File: src/phv_pkg.sv
// ----------------------------------------------------------------------------
// phv_pkg
// shared types, codes and the protocol name table for the handshake validator
// ----------------------------------------------------------------------------
package phv_pkg;

	localparam int IDLE_COUNTER_BITS = 16;
	localparam int LIMIT_BITS        = 16;
	localparam int IDLE_CMP_BITS     = (IDLE_COUNTER_BITS > LIMIT_BITS) ?
	                                   IDLE_COUNTER_BITS : LIMIT_BITS;

	localparam int ID_BITS   = 160;
	localparam int POS_BITS  = 7;

	localparam logic [POS_BITS-1:0] NAME_LEN   = 7'd19;
	localparam logic [POS_BITS-1:0] HASH_START = 7'd28;
	localparam logic [POS_BITS-1:0] ID_START   = 7'd48;
	localparam logic [POS_BITS-1:0] LAST_POS   = 7'd67;

	typedef enum logic [2:0] {
		VERDICT_OK       = 3'd0,
		VERDICT_BAD_LEN  = 3'd1,
		VERDICT_BAD_NAME = 3'd2,
		VERDICT_BAD_HASH = 3'd3,
		VERDICT_SELF_ID  = 3'd4,
		VERDICT_TIMEOUT  = 3'd5,
		VERDICT_ABORTED  = 3'd6
	} verdict_t;

	typedef enum logic [1:0] {
		REQ_BYTE  = 2'd0,
		REQ_TICK  = 2'd1,
		REQ_ABORT = 2'd2,
		REQ_NONE  = 2'd3
	} req_t;

	typedef enum logic [2:0] {
		CFG_HASH0    = 3'd0,
		CFG_HASH1    = 3'd1,
		CFG_HASH2    = 3'd2,
		CFG_ID0      = 3'd3,
		CFG_ID1      = 3'd4,
		CFG_ID2      = 3'd5,
		CFG_IDLE_LIM = 3'd6,
		CFG_UNUSED   = 3'd7
	} cfg_idx_t;

	typedef struct packed {
		logic [ID_BITS-1:0]    torrent_hash;
		logic [ID_BITS-1:0]    local_id;
		logic [LIMIT_BITS-1:0] idle_limit;
	} cfg_t;

	typedef struct packed {
		verdict_t           verdict;
		logic [63:0]        reserved;
		logic [ID_BITS-1:0] peer_id;
	} q_entry_t;

	// byte i of a 20-byte value, byte 0 in the top bits
	function automatic logic [7:0] id_byte(logic [ID_BITS-1:0] v, logic [4:0] i);
		logic [4:0] k;
		k = (i > 5'd19) ? 5'd19 : i;
		return v[8*(19 - int'(k)) +: 8];
	endfunction

	// expected protocol name, position 1..19
	function automatic logic [7:0] name_char(logic [4:0] i);
		logic [7:0] c;
		case (i)
			5'd1:    c = "B";
			5'd2:    c = "i";
			5'd3:    c = "t";
			5'd4:    c = "T";
			5'd5:    c = "o";
			5'd6:    c = "r";
			5'd7:    c = "r";
			5'd8:    c = "e";
			5'd9:    c = "n";
			5'd10:   c = "t";
			5'd11:   c = " ";
			5'd12:   c = "p";
			5'd13:   c = "r";
			5'd14:   c = "o";
			5'd15:   c = "t";
			5'd16:   c = "o";
			5'd17:   c = "c";
			5'd18:   c = "o";
			5'd19:   c = "l";
			default: c = 8'h00;
		endcase
		return c;
	endfunction

endpackage

File: src/peer_handshake_validator_unit.sv
// ----------------------------------------------------------------------------
// peer_handshake_validator_unit
// peer handshake checker, one received byte per transaction
// ----------------------------------------------------------------------------
// Takes one transaction per clock while not stalled: a received byte, a time
// tick or an abort. The front stage tracks the 68-byte handshake (length,
// protocol name, reserved bytes, info hash, remote peer id) and the idle
// tick counter. Each verdict goes into a two-entry queue; the back stage
// turns a pass into three results (one per peer id word) and a failure into
// one, through an output register, one result per cycle while out_stall is
// low. in_stall rises only when the queue holds two verdicts, so the input
// runs at one transaction per cycle until the queue fills (output stall or
// verdicts close behind a pass). Configuration writes are always ready and
// take effect on the next cycle; write them only while the block is idle.
// ----------------------------------------------------------------------------
module peer_handshake_validator_unit (
	input  logic        clk,
	input  logic        arst_n,
	// input channel
	input  logic        in_valid,
	output logic        in_stall,
	input  logic [1:0]  req_type,
	input  logic [7:0]  rx_byte,
	// result channel
	output logic        out_valid,
	input  logic        out_stall,
	output logic [2:0]  verdict,
	output logic [63:0] reserved_bits,
	output logic [1:0]  word_index,
	output logic [63:0] peer_id_word,
	output logic        last,
	// configuration write channel
	input  logic        cfg_valid,
	output logic        cfg_ready,
	input  logic [2:0]  cfg_index,
	input  logic [63:0] cfg_data
);

	phv_pkg::cfg_t     cfg_q;
	phv_pkg::q_entry_t push_data, head;
	logic              push, pop, q_empty, q_full, accept;

	// register file, writes always taken
	assign cfg_ready = 1'b1;

	always_ff @(posedge clk or negedge arst_n) begin
		if (!arst_n) begin
			cfg_q.torrent_hash <= '0;
			cfg_q.local_id     <= '0;
			cfg_q.idle_limit   <= 16'd30000;
		end else if (cfg_valid) begin
			case (phv_pkg::cfg_idx_t'(cfg_index))
				phv_pkg::CFG_HASH0:    cfg_q.torrent_hash[159:96] <= cfg_data;
				phv_pkg::CFG_HASH1:    cfg_q.torrent_hash[95:32]  <= cfg_data;
				phv_pkg::CFG_HASH2:    cfg_q.torrent_hash[31:0]   <= cfg_data[31:0];
				phv_pkg::CFG_ID0:      cfg_q.local_id[159:96]     <= cfg_data;
				phv_pkg::CFG_ID1:      cfg_q.local_id[95:32]      <= cfg_data;
				phv_pkg::CFG_ID2:      cfg_q.local_id[31:0]       <= cfg_data[31:0];
				phv_pkg::CFG_IDLE_LIM: cfg_q.idle_limit           <= cfg_data[15:0];
				default: begin
				end
			endcase
		end
	end

	// front only stalls when no queue slot is free
	assign in_stall = q_full;
	assign accept   = in_valid && !in_stall;

	phv_front u_front (
		.clk      (clk),
		.arst_n   (arst_n),
		.accept   (accept),
		.req_type (req_type),
		.rx_byte  (rx_byte),
		.cfg      (cfg_q),
		.push     (push),
		.entry    (push_data)
	);

	phv_queue u_queue (
		.clk       (clk),
		.arst_n    (arst_n),
		.push      (push),
		.push_data (push_data),
		.pop       (pop),
		.head      (head),
		.empty     (q_empty),
		.full      (q_full)
	);

	phv_back u_back (
		.clk           (clk),
		.arst_n        (arst_n),
		.head          (head),
		.empty         (q_empty),
		.pop           (pop),
		.out_valid     (out_valid),
		.out_stall     (out_stall),
		.verdict       (verdict),
		.reserved_bits (reserved_bits),
		.word_index    (word_index),
		.peer_id_word  (peer_id_word),
		.last          (last)
	);

endmodule

File: src/phv_front.sv
// ----------------------------------------------------------------------------
// phv_front
// per-item handshake tracking: position, checks, idle timer, verdict push
// ----------------------------------------------------------------------------
module phv_front (
	input  logic              clk,
	input  logic              arst_n,
	input  logic              accept,
	input  logic [1:0]        req_type,
	input  logic [7:0]        rx_byte,
	input  phv_pkg::cfg_t     cfg,
	output logic              push,
	output phv_pkg::q_entry_t entry
);

	logic [phv_pkg::POS_BITS-1:0]          pos_q, pos_d;
	phv_pkg::verdict_t                     err_q, err_d;
	logic [63:0]                           res_q, res_d;
	logic [phv_pkg::ID_BITS-1:0]           id_q, id_d;
	logic                                  eq_q, eq_d;
	logic [phv_pkg::IDLE_COUNTER_BITS-1:0] idle_q, idle_d, idle_inc;
	logic                                  restart;
	logic [4:0]                            hash_off, id_off;
	logic [7:0]                            hash_exp, id_exp, name_exp;

	assign hash_off = 5'(pos_q - phv_pkg::HASH_START);
	assign id_off   = 5'(pos_q - phv_pkg::ID_START);
	assign hash_exp = phv_pkg::id_byte(cfg.torrent_hash, hash_off);
	assign id_exp   = phv_pkg::id_byte(cfg.local_id, id_off);
	assign name_exp = phv_pkg::name_char(pos_q[4:0]);
	assign idle_inc = (idle_q == '1) ? idle_q : idle_q + 1'b1;

	always_comb begin
		pos_d         = pos_q;
		err_d         = err_q;
		res_d         = res_q;
		id_d          = id_q;
		eq_d          = eq_q;
		idle_d        = idle_q;
		restart       = 1'b0;
		push          = 1'b0;
		entry.verdict = phv_pkg::VERDICT_OK;
		entry.reserved = res_q;
		entry.peer_id = id_q;
		if (accept) begin
			case (phv_pkg::req_t'(req_type))
				phv_pkg::REQ_ABORT: begin
					push          = 1'b1;
					entry.verdict = phv_pkg::VERDICT_ABORTED;
					restart       = 1'b1;
				end
				phv_pkg::REQ_TICK: begin
					idle_d = idle_inc;
					if (phv_pkg::IDLE_CMP_BITS'(idle_inc) >=
					    phv_pkg::IDLE_CMP_BITS'(cfg.idle_limit)) begin
						push          = 1'b1;
						entry.verdict = phv_pkg::VERDICT_TIMEOUT;
						restart       = 1'b1;
					end
				end
				phv_pkg::REQ_BYTE: begin
					idle_d = '0;
					if (pos_q == '0) begin
						if (rx_byte != 8'(phv_pkg::NAME_LEN) &&
						    err_q == phv_pkg::VERDICT_OK)
							err_d = phv_pkg::VERDICT_BAD_LEN;
					end else if (pos_q <= phv_pkg::NAME_LEN) begin
						if (rx_byte != name_exp && err_q == phv_pkg::VERDICT_OK)
							err_d = phv_pkg::VERDICT_BAD_NAME;
					end else if (pos_q < phv_pkg::HASH_START) begin
						res_d = {res_q[55:0], rx_byte};
					end else if (pos_q < phv_pkg::ID_START) begin
						if (rx_byte != hash_exp && err_q == phv_pkg::VERDICT_OK)
							err_d = phv_pkg::VERDICT_BAD_HASH;
					end else begin
						id_d = {id_q[phv_pkg::ID_BITS-9:0], rx_byte};
						if (rx_byte != id_exp)
							eq_d = 1'b0;
					end
					pos_d = pos_q + 1'b1;
					if (pos_q >= phv_pkg::LAST_POS) begin
						// handshake complete: first failing check wins
						push           = 1'b1;
						restart        = 1'b1;
						entry.reserved = res_d;
						entry.peer_id  = id_d;
						if (err_d != phv_pkg::VERDICT_OK)
							entry.verdict = err_d;
						else if (eq_d)
							entry.verdict = phv_pkg::VERDICT_SELF_ID;
						else
							entry.verdict = phv_pkg::VERDICT_OK;
					end
				end
				default: begin
				end
			endcase
		end
	end

	always_ff @(posedge clk or negedge arst_n) begin
		if (!arst_n) begin
			pos_q  <= '0;
			err_q  <= phv_pkg::VERDICT_OK;
			res_q  <= '0;
			eq_q   <= 1'b1;
			idle_q <= '0;
		end else if (restart) begin
			pos_q  <= '0;
			err_q  <= phv_pkg::VERDICT_OK;
			res_q  <= '0;
			eq_q   <= 1'b1;
			idle_q <= '0;
		end else begin
			pos_q  <= pos_d;
			err_q  <= err_d;
			res_q  <= res_d;
			eq_q   <= eq_d;
			idle_q <= idle_d;
		end
	end

	// remote id needs no reset, every byte is rewritten before use
	always_ff @(posedge clk) begin
		id_q <= id_d;
	end

endmodule

File: src/phv_queue.sv
// ----------------------------------------------------------------------------
// phv_queue
// two-entry verdict queue between front and back
// ----------------------------------------------------------------------------
module phv_queue (
	input  logic              clk,
	input  logic              arst_n,
	input  logic              push,
	input  phv_pkg::q_entry_t push_data,
	input  logic              pop,
	output phv_pkg::q_entry_t head,
	output logic              empty,
	output logic              full
);

	phv_pkg::q_entry_t mem_q [2];
	logic              wr_ptr_q, rd_ptr_q;
	logic [1:0]        count_q;

	assign empty = (count_q == 2'd0);
	assign full  = (count_q == 2'd2);
	assign head  = mem_q[rd_ptr_q];

	always_ff @(posedge clk) begin
		if (push)
			mem_q[wr_ptr_q] <= push_data;
	end

	always_ff @(posedge clk or negedge arst_n) begin
		if (!arst_n) begin
			wr_ptr_q <= 1'b0;
			rd_ptr_q <= 1'b0;
			count_q  <= '0;
		end else begin
			if (push)
				wr_ptr_q <= ~wr_ptr_q;
			if (pop)
				rd_ptr_q <= ~rd_ptr_q;
			case ({push, pop})
				2'b10:   count_q <= count_q + 1'b1;
				2'b01:   count_q <= count_q - 1'b1;
				default: count_q <= count_q;
			endcase
		end
	end

endmodule

File: src/phv_back.sv
// ----------------------------------------------------------------------------
// phv_back
// expands queued verdicts into results behind an output register
// ----------------------------------------------------------------------------
module phv_back (
	input  logic              clk,
	input  logic              arst_n,
	input  phv_pkg::q_entry_t head,
	input  logic              empty,
	output logic              pop,
	output logic              out_valid,
	input  logic              out_stall,
	output logic [2:0]        verdict,
	output logic [63:0]       reserved_bits,
	output logic [1:0]        word_index,
	output logic [63:0]       peer_id_word,
	output logic              last
);

	logic        valid_q;
	logic [1:0]  word_q;
	logic        load, pass, final_word;
	logic [63:0] word_sel;

	assign load       = !empty && (!valid_q || !out_stall);
	assign pass       = (head.verdict == phv_pkg::VERDICT_OK);
	assign final_word = !pass || (word_q == 2'd2);
	assign pop        = load && final_word;
	assign out_valid  = valid_q;

	always_comb begin
		case (word_q)
			2'd0:    word_sel = head.peer_id[159:96];
			2'd1:    word_sel = head.peer_id[95:32];
			default: word_sel = {32'h0, head.peer_id[31:0]};
		endcase
	end

	always_ff @(posedge clk or negedge arst_n) begin
		if (!arst_n) begin
			valid_q <= 1'b0;
			word_q  <= '0;
		end else begin
			if (load)
				valid_q <= 1'b1;
			else if (!out_stall)
				valid_q <= 1'b0;
			if (load)
				word_q <= final_word ? 2'd0 : word_q + 1'b1;
		end
	end

	always_ff @(posedge clk) begin
		if (load) begin
			verdict       <= head.verdict;
			reserved_bits <= pass ? head.reserved : 64'h0;
			word_index    <= pass ? word_q : 2'd0;
			peer_id_word  <= pass ? word_sel : 64'h0;
			last          <= final_word;
		end
	end

endmodule
File: config.mk
export PLATFORM = sky130hd
export DESIGN_NAME = peer_handshake_validator_unit
export DESIGN_NICKNAME = d
export VERILOG_FILES = /design/src/phv_pkg.sv /design/src/peer_handshake_validator_unit.sv /design/src/phv_front.sv /design/src/phv_queue.sv /design/src/phv_back.sv
export SDC_FILE = /design/constraint.sdc
export NUM_CORES = 2
export LEC_CHECK = 0
export ABC_AREA = 1
export BUFFER_PORTS_ARGS = -buffer_cell sky130_fd_sc_hd__buf_2
export CAP_MARGIN = 30
export CORE_ASPECT_RATIO = 0.8
export CORE_UTILIZATION = 62
export CTS_CLUSTER_DIAMETER = 40
export CTS_CLUSTER_SIZE = 12
export DETAILED_ROUTE_END_ITERATION = 8
export MAX_ROUTING_LAYER = met4
export PLACE_DENSITY = 0.8
export SYNTH_ARGS = -nofsm -noshare
export SYNTH_HDL_FRONTEND = slang
export SYNTH_SLANG_ARGS = --single-unit
File: constraint.sdc
create_clock -name clk -period 14.8 [get_ports clk]
set_input_delay 1.48 -clock clk [delete_from_list [all_inputs] [get_ports clk]]
set_output_delay 1.48 -clock clk [all_outputs]
set_load 0.1 [all_outputs]
==> impl_metrics.py <==
metrics = {
    "run_status": {
        "status": "complete, no violations",
    },
    "power_and_ir_drop": {
        "irDropWorstVdd_uv": 292.6,
        "power.switching_mw": 5.316,
        "fin_total_pwr_mw": 12.58,
        "share_comb_of_total_power": 0.363,
        "power_leakage_nw": 24.26,
        "power_frac_seq": 0.369,
        "clkPwrFrac": 0.267,
        "p_int_mw": 7.265,
        "power.density_nw_per_um2": 216.9,
        "swShare": 0.4225,
    },
    "cts": {
        "h-tree-depth": 4,
        "cts_buffer_depth": 3,
        "clkLatencyLatePin_ns": 0.75,
        "cts_root_buf": "clkbuf_16",
        "cts_tree": "built",
        "clkTransAtPathRegs_ns": 0.06,
        "cts_buffers": 136,
        "cts.sinks": 1182,
        "cts_hold_buf": 0,
        "ctsResizeCount": 0,
        "post_cts_buffers": 0,
    },
    "yosys": {
        "syn-cell-area_um2": 51820,
        "synth_nets": 5405,
        "synth_warnings": 0,
        "synth_edf_count": 748,
        "syn_avg_cell_area_um2": 9.797,
        "async_flop_share": 0.3672,
        "yosysUniqueCellTypes": 49,
        "synth_seq_cells": 1182,
        "ys.flop_type": "edfxtp_1",
        "yosysSeqAreaShare": 0.6432,
        "synth_cells": 5290,
    },
    "grt": {
        "grt_max_degree": 222,
        "grt_pass1_vias": 36480,
        "grt_pass1_wl_um": 206400,
        "grtUsageTotal": 0.3243,
        "grt-ovfl-total": 0,
        "antenna_found_initial": 4,
    },
    "route": {
        "via_per_inst": 6.001,
        "drt_iter0_drc": 5401,
        "drtAntennaViolNets": 0,
        "drc": 0,
        "drt-total-wl_um": 134100,
        "dr.pass1.iters": 6,
        "wl_per_cell_um": 20.58,
        "via_count": 39110,
    },
    "floorplan": {
        "dieWidth_um": 325.2,
        "row_count": 94,
        "dieArea_um2": 84760,
        "start_util": 0.6286,
        "pin_count": 219,
        "core_um2": 82450,
        "die_h_um": 260.6,
    },
    "critical_path": {
        "path_max_fanout": 69,
        "crit_slowest_cell": "inv_1",
        "cp-start-kind": "register",
        "slowest_delay_ns": 0.77,
        "critPathArrivalTime_ns": 6.88,
        "worst_path_dominant_cell_family": "buffers and inverters",
        "critical_path.cell_chain": "buf_4 > ha_1 > nand2_1 > nand3_2 > buf_4 > nand2_1 > ha_1 > inv_1 > a21oi_1 > o21ai_0 > a21oi_1 > o21ai_0 > nand3_1 > nand2_1 > nand2_1 > nor2_1 > nand2_1 > nand2_1 > nand2_1 > o21bai_1 > nand2_1 > a21oi_1",
        "crit_type": "reg -> reg",
        "path_buf_inv": 3,
        "crit_top_cell": "nand2_1",
        "cp.required_ns": 15.38,
        "end_kind": "register",
    },
    "final_layout": {
        "area_delta_synth_final_pct": 11.94,
        "nFillCells": 5764,
        "drive_gt1_frac": 0.09793,
        "fin_nets": 5427,
    },
    "placed_design": {
        "io_buffers": 217,
        "place_congestion": 0.9546,
        "pre_cts_ws_ns": 8.277,
        "hpwl_um": 80000,
    },
    "timing": {
        "whs_ns": 0.4766,
        "tightest_slew_ns": 1.159,
        "clock_skew_ns": 0.04130,
        "rsz0062_at_grt": "no",
        "fin_crit_ns": 6.302,
        "maxSlewViolCount": 0,
        "relSlewSlack": 0.2274,
        "setup_viol": 0,
        "tns_ns": 0,
        "hold_violations": 0,
        "timing.fmax_mhz": 158.7,
        "setup_slack_ns": 8.498,
        "finalCritPeriodShare": 0.4258,
    },
    "min_path": {
        "hold_path_class": "reg -> reg",
    },
    "flow_run": {
        "cap_violations": 0,
    },
}
==> power by group through the flow <==
stage | clock network [mW] | registers (mW) | logic, mW
final | 3.36 | 4.65 | 4.57
after CTS | 3.38 | 4.68 | 4.44
after detailed placement | 0 | 4.72 | 4.40
after global routing | 3.51 | 4.71 | 4.88
after floorplan | 0 | 5.98 | 2.14
after global placement | 0 | 4.71 | 4.32
==> synth_stat cells (16+ instances only) <==
library cell,number,area (um2)
dfrtp_1,426,10660
o22ai_1,101,631.9
buf_2,31,155.2
inv_1,509,1911
a21oi_1,144,720.7
buf_1,20,75.07
nand3_1,261,1306
nand3b_1,44,330.3
nor2_1,290,1089
ha_1,33,412.9
edfxtp_1,748,22460
clkbuf_1,320,1201
xor2_1,16,140.1
a22oi_1,59,442.9
nand2_1,1229,4613
o21ai_0,918,4594
==> cells in the final DEF (no fill, tap or decap), types with 10 or more instances in the layout <==
cell and instances:
a21oi_1 144, a22oi_1 59, buf_16 10, buf_2 216, buf_4 39, bufinv_16 11
clkbuf_1 29, clkbuf_16 139, clkbuf_8 10, clkinv_2 12, dfrtp_1 424, edfxtp_1 748
ha_1 32, inv_1 507, inv_2 10, nand2_1 1224, nand3_1 260, nand3b_1 44
nor2_1 286, nor3_1 12, o211ai_1 11, o21ai_0 918, o21ai_1 14, o22ai_1 101
xor2_1 16
==> state kept, by name, indices dropped and copies added, names as in the netlist, 2 cells and up <==
name                  cells
u_front.pos_q             7
u_back.verdict            3
u_back.word_q             2
u_queue.count_q           2
u_front.res_q            64
u_back.word_index         2
u_queue.mem_q           454
u_back.reserved_bits     64
u_front.id_q            160
u_front.idle_q           16
u_back.peer_id_word      64
cfg_q                   336
u_front.err_q             3
==> kinds of logic after synthesis <==
kind of cell | count (synthesis) | share of synthesized area
xor gates and xnor gates | 17 | 0.002873
AOI/OAI and AO/OA | 1270 | 0.1296
DFF | 1182 | 0.6432
and+or+nand+nor | 1876 | 0.1479
other | 1 | 0.00007236
muxes | 3 | 0.0005795
adders and majority gates | 33 | 0.007967
buffers and inverters | 908 | 0.06782
==> metrics by stage <==
stage               area, um2  std cells  utilization
CTS                     57810       6509       0.7012
finish                  58010       6518       0.7036
detailed placement      53320       6271       0.6467
floorplan               51820       5290            -
global placement        53230       6268       0.6457
global route            58010       6518       0.7036
==> area by class of cell <==
class	count	area (um2)	area share
diodes	2	5.005	0.00008627
clock buffers	178	3725	0.06421
clock inverters	60	773.2	0.01333
inverters	522	1973	0.03401
multi-input cells	3200	15070	0.2598
flip-flops and latches	1182	33340	0.5747
well taps	1104	1381	0.02381
repair buffers	270	1744	0.03007
==> per-layer routing <==
metal / vias up / track usage / part of all wire
li1: 17840 / - / -
met1: 18880 / 0.4748 / 0.42
met2: 2173 / 0.4578 / 0.44
met3: 223 / 0.07206 / 0.12
met4: 0 / 0.09054 / 0.022
met5: - / - / 0
==> path summary, 6_finish.rpt <==
path                                                     from                         endpoint  slack [ns]  cells past startpoint
worst max-delay path             u_front.pos_q[0]$_DFFE_PN0P_  u_queue.mem_q[1][226]$_DFFE_PP_        8.50                     22
min in group asynchronous                              arst_n           cfg_q[330]$_DFFE_PN0P_        0.72                      1
worst min register to register  u_front.res_q[61]$_DFFE_PN0P_  u_queue.mem_q[0][221]$_DFFE_PP_        0.48                      0
worst min-delay path            u_front.res_q[61]$_DFFE_PN0P_  u_queue.mem_q[0][221]$_DFFE_PP_        0.48                      0
max in group asynchronous                              arst_n           cfg_q[230]$_DFFE_PN0P_       11.61                      6
worst max register to register   u_front.pos_q[0]$_DFFE_PN0P_  u_queue.mem_q[1][226]$_DFFE_PP_        8.50                     22
Power figures use the tool's default switching activity.
